`src/rtl/core/srd_pkg.sv`:
```
// shared types and constants of the radix digit converter
package srd_pkg;

    localparam int SYM_W   = 8;
    localparam int BASE_W  = 5;
    localparam int ALPHA_W = 64;

    localparam logic [SYM_W-1:0]  SYM_MINUS = 8'd45;
    localparam logic [SYM_W-1:0]  SYM_PLUS  = 8'd43;
    localparam logic [BASE_W-1:0] MIN_BASE  = 5'd2;

    typedef struct packed {
        logic clear;
        logic shift;
    } srd_cell_ctrl_t;

endpackage

```
`src/rtl/core/srd_alpha_chk.sv`:
```
// alphabet validity check: size range, sign symbols, repeated symbols
module srd_alpha_chk
    import srd_pkg::*;
#(
    parameter int MAX_SYMBOLS = 16
)
(
    input  logic [2*ALPHA_W-1:0] alphabet,
    input  logic [BASE_W-1:0]    base_size,
    output logic                 bad
);

    logic [SYM_W-1:0] sym [MAX_SYMBOLS];
    logic [MAX_SYMBOLS-1:0] in_use;

    always_comb
    begin
        for (int i = 0; i < MAX_SYMBOLS; i++)
        begin
            sym[i]    = alphabet[i*SYM_W +: SYM_W];
            in_use[i] = BASE_W'(i) < base_size;
        end
    end

    always_comb
    begin
        bad = (base_size < MIN_BASE) || (base_size > BASE_W'(MAX_SYMBOLS));
        for (int i = 0; i < MAX_SYMBOLS; i++)
        begin
            if (in_use[i] && (sym[i] == SYM_MINUS || sym[i] == SYM_PLUS))
            begin
                bad = 1'b1;
            end
            // symbol j in use implies symbol i in use for i below j
            for (int j = i + 1; j < MAX_SYMBOLS; j++)
            begin
                if (in_use[j] && sym[i] == sym[j])
                begin
                    bad = 1'b1;
                end
            end
        end
    end

endmodule

```
`src/rtl/core/srd_cell.sv`:
```
// one digit cell: clears, doubles its digit plus carry modulo the base, or shifts up
module srd_cell
    import srd_pkg::*;
#(
    parameter int DIG_W = 4
)
(
    input  logic                 clk,
    input  logic                 rst_n,
    input  srd_cell_ctrl_t       ctrl,
    input  logic [BASE_W-1:0]    base,
    input  logic                 carry_in,
    input  logic                 en_in,
    input  logic [DIG_W-1:0]     shift_in,
    output logic [DIG_W-1:0]     digit,
    output logic                 carry_out,
    output logic                 en_out
);

    logic [DIG_W-1:0]  digit_reg, digit_next;
    logic              carry_reg, carry_next;
    logic              en_reg, en_next;
    logic [BASE_W-1:0] dbl;
    logic [BASE_W-1:0] red;
    logic              ge;

    assign dbl = BASE_W'({digit_reg, carry_in});
    assign ge  = dbl >= base;
    assign red = ge ? dbl - base : dbl;

    always_comb
    begin
        digit_next = digit_reg;
        carry_next = 1'b0;
        en_next    = 1'b0;
        if (ctrl.clear)
        begin
            digit_next = '0;
        end
        else if (ctrl.shift)
        begin
            digit_next = shift_in;
        end
        else if (en_in)
        begin
            digit_next = DIG_W'(red);
            carry_next = ge;
            en_next    = 1'b1;
        end
    end

    // carry and its enable travel one cell per cycle
    always_ff @(posedge clk or negedge rst_n)
    begin
        if (!rst_n)
        begin
            digit_reg <= '0;
            carry_reg <= 1'b0;
            en_reg    <= 1'b0;
        end
        else
        begin
            digit_reg <= digit_next;
            carry_reg <= carry_next;
            en_reg    <= en_next;
        end
    end

    assign digit     = digit_reg;
    assign carry_out = carry_reg;
    assign en_out    = en_reg;

endmodule

```
`src/rtl/core/signed_integer_to_radix_digits.sv`:
```
// signed integer to radix digits converter, top level
//
// Input channel: in_valid / in_stall with the signed value on number. The
// block takes one value at a time; in_stall is high from the cycle after a
// transaction until the last character has been handed to the output register.
// Output channel: out_valid / out_stall with symbol, last and bad_base, one
// character per transaction, most significant digit first, '-' ahead of the
// digits of a negative value. last marks the final character of a value.
// An invalid alphabet gives one transaction with bad_base and last set, symbol 0.
// Configuration: cfg_we writes cfg_data to register cfg_index (alphabet low,
// alphabet high, base size); the user writes only while the block is idle, the block does not enforce it.
// Operation: the magnitude enters a row of NUMBER_BITS digit cells one bit per
// cycle and the carries ripple one cell per cycle; the digits then shift out of
// the top cell, leading zeros at one per cycle. A stalled receiver freezes the
// character stream while the output register holds its transaction. Reset
// clears the registers to zero but sets the alphabet error flag, and leaves
// the block idle with an invalid alphabet.
module signed_integer_to_radix_digits
    import srd_pkg::*;
#(
    parameter int MAX_SYMBOLS = 16,
    parameter int NUMBER_BITS = 32
)
(
    input  logic                          clk,
    input  logic                          rst_n,
    input  logic                          cfg_we,
    input  logic [1:0]                    cfg_index,
    input  logic [ALPHA_W-1:0]            cfg_data,
    input  logic                          in_valid,
    output logic                          in_stall,
    input  logic signed [NUMBER_BITS-1:0] number,
    output logic                          out_valid,
    input  logic                          out_stall,
    output logic [SYM_W-1:0]              symbol,
    output logic                          last,
    output logic                          bad_base
);

    localparam int DIG_W     = $clog2(MAX_SYMBOLS);
    localparam int NUM_CELLS = NUMBER_BITS;
    localparam int CNT_W     = $clog2(NUMBER_BITS + NUM_CELLS);
    localparam int REM_W     = $clog2(NUM_CELLS + 1);
    localparam int CONV_LAST = NUMBER_BITS + NUM_CELLS - 2;

    localparam logic [1:0] CFG_ALPHA_LOW  = 2'd0;
    localparam logic [1:0] CFG_ALPHA_HIGH = 2'd1;
    localparam logic [1:0] CFG_BASE_SIZE  = 2'd2;

    typedef enum logic [2:0] {
        S_IDLE,
        S_CHECK,
        S_CONV,
        S_SKIP,
        S_SIGN,
        S_EMIT
    } state_t;

    // configuration registers
    logic [ALPHA_W-1:0]   alpha_low_reg;
    logic [ALPHA_W-1:0]   alpha_high_reg;
    logic [BASE_W-1:0]    base_size_reg;
    logic [2*ALPHA_W-1:0] alpha_all;

    always_ff @(posedge clk or negedge rst_n)
    begin
        if (!rst_n)
        begin
            alpha_low_reg  <= '0;
            alpha_high_reg <= '0;
            base_size_reg  <= '0;
        end
        else if (cfg_we)
        begin
            unique case (cfg_index)
                CFG_ALPHA_LOW:  alpha_low_reg  <= cfg_data;
                CFG_ALPHA_HIGH: alpha_high_reg <= cfg_data;
                CFG_BASE_SIZE:  base_size_reg  <= cfg_data[BASE_W-1:0];
                default:        ;
            endcase
        end
    end

    assign alpha_all = {alpha_high_reg, alpha_low_reg};

    logic bad_comb;
    logic bad_q_reg;

    srd_alpha_chk #(
        .MAX_SYMBOLS (MAX_SYMBOLS)
    ) u_alpha_chk (
        .alphabet  (alpha_all),
        .base_size (base_size_reg),
        .bad       (bad_comb)
    );

    always_ff @(posedge clk or negedge rst_n)
    begin
        if (!rst_n)
        begin
            bad_q_reg <= 1'b1;
        end
        else
        begin
            bad_q_reg <= bad_comb;
        end
    end

    // control and datapath registers
    state_t                 state_reg, state_next;
    logic [CNT_W-1:0]       cnt_reg, cnt_next;
    logic [REM_W-1:0]       rem_reg, rem_next;
    logic [NUMBER_BITS-1:0] mag_reg, mag_next;
    logic                   neg_reg, neg_next;
    logic                   out_valid_reg, out_valid_next;
    logic [SYM_W-1:0]       symbol_reg, symbol_next;
    logic                   last_reg, last_next;
    logic                   bad_base_reg, bad_base_next;

    srd_cell_ctrl_t   cell_ctrl;
    logic             do_shift;
    logic             in_take;
    logic             slot_free;
    logic             cell0_en;
    logic [DIG_W-1:0] digit [NUM_CELLS];
    logic             carry [NUM_CELLS];
    logic             en    [NUM_CELLS];
    logic [DIG_W-1:0] top_digit;
    logic             top_zero;
    logic [NUMBER_BITS-1:0] num_u;
    logic [SYM_W-1:0] top_symbol;

    assign in_stall   = (state_reg != S_IDLE);
    assign in_take    = in_valid && !in_stall;
    assign slot_free  = !out_valid_reg || !out_stall;
    assign cell0_en   = (state_reg == S_CONV) && (cnt_reg < CNT_W'(NUMBER_BITS));
    assign top_digit  = digit[NUM_CELLS-1];
    assign top_zero   = (top_digit == '0);
    assign num_u      = number;
    assign top_symbol = alpha_all[4'(top_digit)*SYM_W +: SYM_W];

    assign cell_ctrl.clear = in_take;
    assign cell_ctrl.shift = do_shift;

    for (genvar g = 0; g < NUM_CELLS; g++)
    begin : g_cell
        if (g == 0)
        begin : g_first
            srd_cell #(
                .DIG_W (DIG_W)
            ) u_cell (
                .clk       (clk),
                .rst_n     (rst_n),
                .ctrl      (cell_ctrl),
                .base      (base_size_reg),
                .carry_in  (mag_reg[NUMBER_BITS-1]),
                .en_in     (cell0_en),
                .shift_in  ('0),
                .digit     (digit[g]),
                .carry_out (carry[g]),
                .en_out    (en[g])
            );
        end
        else
        begin : g_rest
            srd_cell #(
                .DIG_W (DIG_W)
            ) u_cell (
                .clk       (clk),
                .rst_n     (rst_n),
                .ctrl      (cell_ctrl),
                .base      (base_size_reg),
                .carry_in  (carry[g-1]),
                .en_in     (en[g-1]),
                .shift_in  (digit[g-1]),
                .digit     (digit[g]),
                .carry_out (carry[g]),
                .en_out    (en[g])
            );
        end
    end

    always_comb
    begin
        state_next     = state_reg;
        cnt_next       = cnt_reg;
        rem_next       = rem_reg;
        mag_next       = mag_reg;
        neg_next       = neg_reg;
        out_valid_next = out_valid_reg && out_stall;
        symbol_next    = symbol_reg;
        last_next      = last_reg;
        bad_base_next  = bad_base_reg;
        do_shift       = 1'b0;

        unique case (state_reg)
            S_IDLE:
            begin
                if (in_take)
                begin
                    neg_next   = num_u[NUMBER_BITS-1];
                    mag_next   = num_u[NUMBER_BITS-1] ? (~num_u + 1'b1) : num_u;
                    cnt_next   = '0;
                    state_next = S_CHECK;
                end
            end
            S_CHECK:
            begin
                if (!bad_q_reg)
                begin
                    state_next = S_CONV;
                end
                else if (slot_free)
                begin
                    out_valid_next = 1'b1;
                    symbol_next    = '0;
                    last_next      = 1'b1;
                    bad_base_next  = 1'b1;
                    state_next     = S_IDLE;
                end
            end
            S_CONV:
            begin
                // magnitude enters the cell row msb first
                mag_next = {mag_reg[NUMBER_BITS-2:0], 1'b0};
                cnt_next = cnt_reg + 1'b1;
                if (cnt_reg == CNT_W'(CONV_LAST))
                begin
                    rem_next   = REM_W'(NUM_CELLS);
                    state_next = S_SKIP;
                end
            end
            S_SKIP:
            begin
                // drop leading zeros, keep at least one digit
                if (!top_zero || rem_reg == REM_W'(1))
                begin
                    state_next = neg_reg ? S_SIGN : S_EMIT;
                end
                else
                begin
                    do_shift = 1'b1;
                    rem_next = rem_reg - 1'b1;
                end
            end
            S_SIGN:
            begin
                if (slot_free)
                begin
                    out_valid_next = 1'b1;
                    symbol_next    = SYM_MINUS;
                    last_next      = 1'b0;
                    bad_base_next  = 1'b0;
                    state_next     = S_EMIT;
                end
            end
            S_EMIT:
            begin
                if (slot_free)
                begin
                    out_valid_next = 1'b1;
                    symbol_next    = top_symbol;
                    last_next      = (rem_reg == REM_W'(1));
                    bad_base_next  = 1'b0;
                    do_shift       = 1'b1;
                    rem_next       = rem_reg - 1'b1;
                    if (rem_reg == REM_W'(1))
                    begin
                        state_next = S_IDLE;
                    end
                end
            end
            default:
            begin
                state_next = S_IDLE;
            end
        endcase
    end

    always_ff @(posedge clk or negedge rst_n)
    begin
        if (!rst_n)
        begin
            state_reg     <= S_IDLE;
            cnt_reg       <= '0;
            rem_reg       <= '0;
            mag_reg       <= '0;
            neg_reg       <= 1'b0;
            out_valid_reg <= 1'b0;
            symbol_reg    <= '0;
            last_reg      <= 1'b0;
            bad_base_reg  <= 1'b0;
        end
        else
        begin
            state_reg     <= state_next;
            cnt_reg       <= cnt_next;
            rem_reg       <= rem_next;
            mag_reg       <= mag_next;
            neg_reg       <= neg_next;
            out_valid_reg <= out_valid_next;
            symbol_reg    <= symbol_next;
            last_reg      <= last_next;
            bad_base_reg  <= bad_base_next;
        end
    end

    assign out_valid = out_valid_reg;
    assign symbol    = symbol_reg;
    assign last      = last_reg;
    assign bad_base  = bad_base_reg;

endmodule

```
`config.mk`:
```
export PLATFORM = sky130hd
export DESIGN_NAME = signed_integer_to_radix_digits
export DESIGN_NICKNAME = d
export VERILOG_FILES = /design/src/rtl/core/srd_pkg.sv /design/src/rtl/core/srd_alpha_chk.sv /design/src/rtl/core/srd_cell.sv /design/src/rtl/core/signed_integer_to_radix_digits.sv
export SDC_FILE = /design/constraint.sdc
export NUM_CORES = 2
export LEC_CHECK = 0
export BUFFER_PORTS_ARGS = -buffer_cell sky130_fd_sc_hd__buf_2
export CORE_ASPECT_RATIO = 0.75
export CORE_UTILIZATION = 40
export DETAILED_ROUTE_END_ITERATION = 10
export PLACE_DENSITY = 0.53
export RECOVER_POWER = 25
export SYNTH_ARGS = -nofsm -noshare
export SYNTH_HDL_FRONTEND = slang
export SYNTH_SLANG_ARGS = --single-unit
```
`constraint.sdc`:
```
create_clock -name clk -period 4.29 [get_ports clk]
set_clock_uncertainty 0.05 [all_clocks]
set_input_delay 0.429 -clock clk [delete_from_list [all_inputs] [get_ports clk]]
set_output_delay 0.429 -clock clk [all_outputs]
set_load 0.01 [all_outputs]
```
Yosys cells after proc, flatten, opt, wreduce, memory -nomap -nowiden
Cells that the tools add are included.
Operators by class
  add/sub/neg operators: 35
  multipliers: 0
  div/mod/pow operators: 0
  magnitude comparators: 51
  equality and inequality tests: 172
  shift-type cells: 1
  muxes and demuxes: 486
  bitwise operators: 1
  reduce and logical (&&, ||, !) cells: 212
Operators with widths (count)
  equality test 8 bit: 120
  2-to-1 mux 4 bit: 128
  2-to-1 mux 1 bit: 331
  equality test 8 x 6 -> 1 bit (second input constant): 32
  greater-or-equal comparator 5 bit: 32
  logical AND 1 bit: 139
  indexed part select 128 x 8 -> 8 bit: 1
  subtractor 4 bit: 32
  nonzero test 3 bit: 35
  2-to-1 mux 32 bit: 2
  case mux 32 bit (2 select lines): 1
  less-than comparator 4 x 5 -> 1 bit (first input constant): 8
  adder 32 x 1 -> 32 bit (second input constant): 1
  2-to-1 mux 8 bit: 4
  NOT 32 bit: 1
  2-to-1 mux 3 bit: 8
  2-to-1 mux 6 bit: 4
  case mux 8 bit (3 select lines): 1
  less-than comparator 3 x 5 -> 1 bit (first input constant): 4
  logical OR 1 bit: 19
  case mux 3 bit (6 select lines): 1
  case mux 6 bit (3 select lines): 1
  != test 2 bit (second input constant): 8
  case mux 6 bit (2 select lines): 1
  other kinds (28): 44
Word-level totals
  flip-flop bits (word level): 383
  bits in latches: 0
  RAM bits: 0
  bits in read-only memories: 0
  input bits: 103
  output and inout bits: 12
  word-level logic and storage cells: 1065
  memories kept: 0

Depth between registers and ports, before layout
  depth in word-level cells: 139
  gate-level depth with buffers: 10
  depth with buffers taken out: 9

Modules after synthesis
From an unflattened synthesis, not the netlist that was laid out.
Unflattened totals
  cells, all modules: 4446
  area, all modules: 40183.5 µm²
Modules (own cells, without submodules)
  srd_cell: times used 32, cells each 63, area an instance 569.3 µm², seq. area each 150.1 µm²
  srd_alpha_chk: times used 1, cells each 1695, area an instance 12525.8 µm², seq. area each 0.0 µm²
  signed_integer_to_radix_digits: times used 1, cells each 735, area an instance 9440.3 µm², seq. area each 4830.9 µm²

Worst setup path after synthesis
OpenSTA, ideal clock, no wires.
  path type: reg-to-reg
  start: reg base_size_reg[1]
  end: reg g_cell[2].g_rest.u_cell.digit_reg[1]
  setup time: 124 ps
  arrival: 4274 ps
  required time: 4116 ps
  slack: -158 ps
  cell stages (with the launch flop): 11
  path buffers: 1
  period minus slack after synthesis: 4448 ps
  cells stage by stage: dfrtp_1 > buf_2 > inv_1 > ha_1 > nor2b_1 > o21ai_0 > a31oi_1 > o21ai_0 > and2_1 > a211oi_1 > o31a_1
Between the ends
  cells in the longest elaborated chain, start to end: 5
  elaborated cells between the ends (all ways): 6
  those cells by class: 1 x add/sub; 1 x order compare; 4 x mux
RTL lines
  start, declared: line signed_integer_to_radix_digits.sv:62  | logic [BASE_W-1:0] base_size_reg;
  start signal, assigned: line signed_integer_to_radix_digits.sv:78  | CFG_BASE_SIZE: base_size_reg <= cfg_data[BASE_W-1:0];
  subtractor 4 bit / greater-or-equal comparator 5 bit (equally long branches): line srd_cell.sv:29, srd_cell.sv:28
  2-to-1 mux 4 bit *: line srd_cell.sv:29  | assign red = ge ? dbl - base : dbl;
  2-to-1 mux 4 bit *: line srd_cell.sv:44  | else if (en_in)
  2-to-1 mux 4 bit *: line srd_cell.sv:40  | else if (ctrl.shift)
  2-to-1 mux 4 bit *: line srd_cell.sv:36  | if (ctrl.clear)
  end signal, assigned: line srd_cell.sv:63  | digit_reg <= digit_next;
  end, declared: line srd_cell.sv:20  | logic [DIG_W-1:0] digit_reg, digit_next;
Every way passes the cells marked *; elsewhere a longest branch is shown, timed or not. The select of a mux whose other input is x is not followed.
A chain may end at the register's enable or synchronous reset.

Final worst setup path
  start: reg base_size_reg[3]
  end: reg bad_q_reg
Between the ends
  cells in the longest elaborated chain, start to end: 138
  elaborated cells between the ends (all ways): 291
  those cells by class: 18 x order compare; 136 x mux; 137 x reduce/logical
RTL lines
  less-than comparator 5 x 2 -> 1 bit, or another cell as far along: line srd_alpha_chk.sv:27  | bad = (base_size < MIN_BASE) || (base_size > BASE_W'(MAX_SYMBOLS));
  logical OR 1 bit / logical AND 1 bit (equally long branches): line srd_alpha_chk.sv:27, srd_alpha_chk.sv:30
  2-to-1 mux 1 bit: line srd_alpha_chk.sv:30  | if (in_use[i] && (sym[i] == SYM_MINUS || sym[i] == SYM_PLUS))
  2-to-1 mux 1 bit (15 in series): line srd_alpha_chk.sv:37  | if (in_use[j] && sym[i] == sym[j])
  2-to-1 mux 1 bit: line srd_alpha_chk.sv:30
  2-to-1 mux 1 bit (14 in series): line srd_alpha_chk.sv:37
  2-to-1 mux 1 bit: line srd_alpha_chk.sv:30
  2-to-1 mux 1 bit (13 in series): line srd_alpha_chk.sv:37
  (+81 left out)
  2-to-1 mux 1 bit: line srd_alpha_chk.sv:30
  2-to-1 mux 1 bit (3 in series): line srd_alpha_chk.sv:37
  2-to-1 mux 1 bit: line srd_alpha_chk.sv:30
  2-to-1 mux 1 bit (2 in series): line srd_alpha_chk.sv:37
  2-to-1 mux 1 bit: line srd_alpha_chk.sv:30
  2-to-1 mux 1 bit: line srd_alpha_chk.sv:37
  2-to-1 mux 1 bit *: line srd_alpha_chk.sv:30
  named net bad_comb: line signed_integer_to_radix_digits.sv:86  | logic bad_comb;
  end signal, assigned: line signed_integer_to_radix_digits.sv:105  | bad_q_reg <= bad_comb;
  end, declared: line signed_integer_to_radix_digits.sv:87  | logic bad_q_reg;
Mark *: on every way through the listed nets, which the timed path passes. The rest lies on a longest branch.

==> results.py <==
metrics = {
    "worst_setup_path": {
        "crit_path_end": "bad_q_reg",
        "kind_of_start_point_of_the_critical_path": "flop",
        "critical_path.endpoint_type": "flop",
        "reg_to_reg_start": "base_size_reg[3]",
        "timing.critical_path.required_ps": 4760,
        "regToRegSetupSlack_ps": 860,
        "critPathKind": "flop to flop",
        "worstRegToRegCells": 9,
        "critPathArrivalTime_ps": 3900,
        "cp-startpoint": "base_size_reg[3]",
        "timing.rr.end": "bad_q_reg",
        "crit_fanout": 14,
    },
    "power": {
        "p_leak_nw": 16.8,
        "total_power_w": 0.0257,
        "cellPowerDensity_nw_per_um2": 631,
        "worst_voltage_drop_across_the_vdd_grid_mv": 0.379,
    },
    "sta": {
        "finalHoldWorstSlack_ps": 30.5,
        "worst_slew_pin_slew_ps": 3210,
        "finalSetupViolCount": 0,
        "hold_viol": 0,
        "fmax_mhz": 292,
        "setup-tns-final_ps": 0,
        "timing.final.crit_share_pct": 79.9,
        "final.min_clock_period_ps": 3430,
        "final.setup.worst_slack_ps": 864,
        "grt_setup_unrepaired": "no",
        "final_max_slew_viol_count": 122,
        "max_slew_margin_pct": -114,
    },
    "logic_synthesis": {
        "yosys_register_bits": 383,
        "ys_types": 75,
        "synth_ff_type": "dfrtp_1",
        "synthesis.area_um2": 36700,
        "synth_warnings": 0,
        "postSynthCellCount": 4035,
        "synth_fp_nets": 4335,
        "ys_async_sr_fraction_pct": 100,
        "postSynthAreaPerCell_um2": 9.10,
        "synth_top_area_share_pct": 26.0,
        "register_area_share_after_synthesis_pct": 26.1,
        "synth-edff-count": 0,
        "synth_area_leader": "dfrtp_1",
        "ys_top_cells_by_area": "dfrtp_1 (26%), xnor2_1 (14%), xor2_1 (11%)",
    },
    "floorplan": {
        "design.die.area_um2": 93000,
        "core_box_area_um2": 90200,
        "num_io_pins": 115,
        "initial_core_util_pct": 40.7,
        "die_width_um": 352,
        "fp-row-count": 95,
        "die_y_um": 264,
    },
    "layout": {
        "area_delta_synth_final_pct": 11.1,
        "drive_above_1_share_pct": 15.1,
        "seqCellArea_um2": 9590,
        "multiInputGateArea_um2": 24900,
        "largest_register_ff_count": 124,
        "finalCoreUtilization_pct": 45.2,
        "finalNetCount": 4361,
        "fillerInstances": 8674,
    },
    "run_status": {
        "failed_checks": "capacitance limit, slew limit",
        "status": "finished with violations",
    },
    "drt": {
        "routed_via_density": 6.09,
        "route.vias.total": 32400,
        "drt_iter0_markers": 4009,
        "finalWirelength_um": 144000,
        "detail_route.wl_per_cell_um": 27.2,
        "drc_errors": 0,
        "first_pass_iters": 5,
        "postRouteAntennaNets": 0,
    },
    "worst_hold_path": {
        "timing.hold.worst.class": "primary input to flop",
        "hold_startpoint": "cfg_data[36]",
    },
    "global_routing": {
        "globalRoute.totalOverflow": 0,
        "via_count_of_the_first_global_routing_pass": 30700,
        "grt_first_pass_wirelength_um": 213000,
        "pin_count_of_the_biggest_net_entering_global_routing": 110,
        "grt_usage_pct": 30.6,
        "antenna_found_initial": 8,
    },
    "cts": {
        "cts_buffer_depth": 3,
        "post_cts.repair.setup_buffers": 0,
        "clock_pin_slew_on_the_worst_setup_and_hold_paths_ps": 70,
        "clock-sinks": 383,
        "cts_htree_levels": 2,
        "worstSkewPairLatency_ps": 630,
        "cts_made_buffers": 46,
        "post_cts_resized": 0,
        "holdBufCountCts": 32,
        "clk_root_buffer_cell": "clkbuf_16",
        "cts_tree": "built",
    },
    "placed_design": {
        "dpl_worst_slack_ps": 1040,
        "routabilityCongestion": 1.14,
        "count_of_buffers_inserted_at_the_top_level_ports": 114,
        "dpl.hpwl_um": 101000,
    },
    "run": {
        "max_cap_violations": 2,
    },
}
## worst min path at each step
stage                                    end  cells past startpoint  slack (ps)
final                     alpha_high_reg[36]                      2          30
after global routing      alpha_high_reg[15]                      2          10
after CTS                 alpha_high_reg[63]                      2         0.5
after detailed placement   alpha_low_reg[30]                      1         430
after global placement             symbol[3]                      2         420
after floorplan            alpha_high_reg[0]                      0          80
## critical path, stage by stage, from the launching register on
cell	delay, ps
dfrtp_1	370
clkbuf_1	320
a21o_1	480
a31oi_1	230
buf_4	250
or3_1	370
o221ai_1	230
or4_1	500
nor4_1	390
nand4_1	140
## cell type report
| type | instances | share of cell area (%) |
|---|---|---|
| clock inverter | 22 | 0.598 |
| tap | 1212 | 3.72 |
| timing repair buffer | 337 | 6.14 |
| clock buffer | 62 | 3.22 |
| multi-input combinational | 3104 | 61.1 |
| inverter | 189 | 1.74 |
| antenna | 2 | 0.0123 |
| sequential | 383 | 23.5 |
## power by group
| group | internal [W] | switching, W | leakage [nW] | total [W] |
|---|---|---|---|---|
| Clock | 0.00240 | 0.00177 | 0.768 | 0.00417 |
| Combinational | 0.00649 | 0.00797 | 11.1 | 0.0145 |
| Sequential | 0.00461 | 0.00250 | 4.88 | 0.00711 |
## routing by layer
metal  global-route usage, %  up-vias  wire length (um)
li1                        -    14400                 -
met1                    47.5    16000             68500
met2                    39.4     1709             54100
met3                    10.6      228             18300
met4                    6.87       10              3150
met5                   0.628        -               128
## cell usage in the layout, fill, tap and decap left out, types with 28 or more instances in the layout
cell,Yosys,routed
a211oi_1,124,124
o21a_1,28,28
xor2_1,471,471
buf_4,0,174
a31oi_1,41,40
dlygate4sd3_1,0,32
nand4_1,150,150
a21o_1,113,113
a22oi_1,42,42
o21ai_0,179,178
nor3_1,41,40
nor2_1,118,116
a21oi_1,160,160
clkbuf_16,0,47
o211ai_1,45,45
xnor2_1,588,588
o22ai_1,33,33
nand2b_1,57,57
fa_1,32,32
ha_1,165,165
buf_2,154,112
or2_2,28,28
nor4_1,122,122
nor2b_1,28,28
mux2_2,134,134
mux4_2,40,40
nand3_1,40,40
nand2_1,72,70
dfrtp_1,382,380
inv_1,189,185
## kinds of logic after synthesis
logic type      share of synthesized area (%)
flops                                    26.1
fa+ha+maj                                7.37
buf+inv                                  6.17
compound gates                           17.0
simple gates                             11.4
xor+xnor                                 25.3
mux                                      6.70
## cells in the mapped netlist, types with 32 or more instances
library cell    n
a211oi_1      124
a21o_1        113
a21oi_1       160
a22oi_1        42
a31oi_1        41
buf_1          60
buf_2         154
clkbuf_1      143
dfrtp_1       382
fa_1           32
ha_1          165
inv_1         189
mux2_2        134
mux4_2         40
nand2_1        72
nand2b_1       57
nand3_1        40
nand4_1       150
nor2_1        118
nor3_1         41
nor4_1        122
o211ai_1       45
o21ai_0       179
o22ai_1        33
xnor2_1       588
xor2_1        471
## through the flow
| step | cells | area, um2 |
|---|---|---|
| finish | 5311 | 40800 |
| global route | 5309 | 40800 |
| CTS | 5309 | 40800 |
| detailed placement | 5193 | 39000 |
| global placement | 5193 | 39000 |
| floorplan | 4035 | 36700 |
Note: power is estimated with default switching activity, not from simulation.
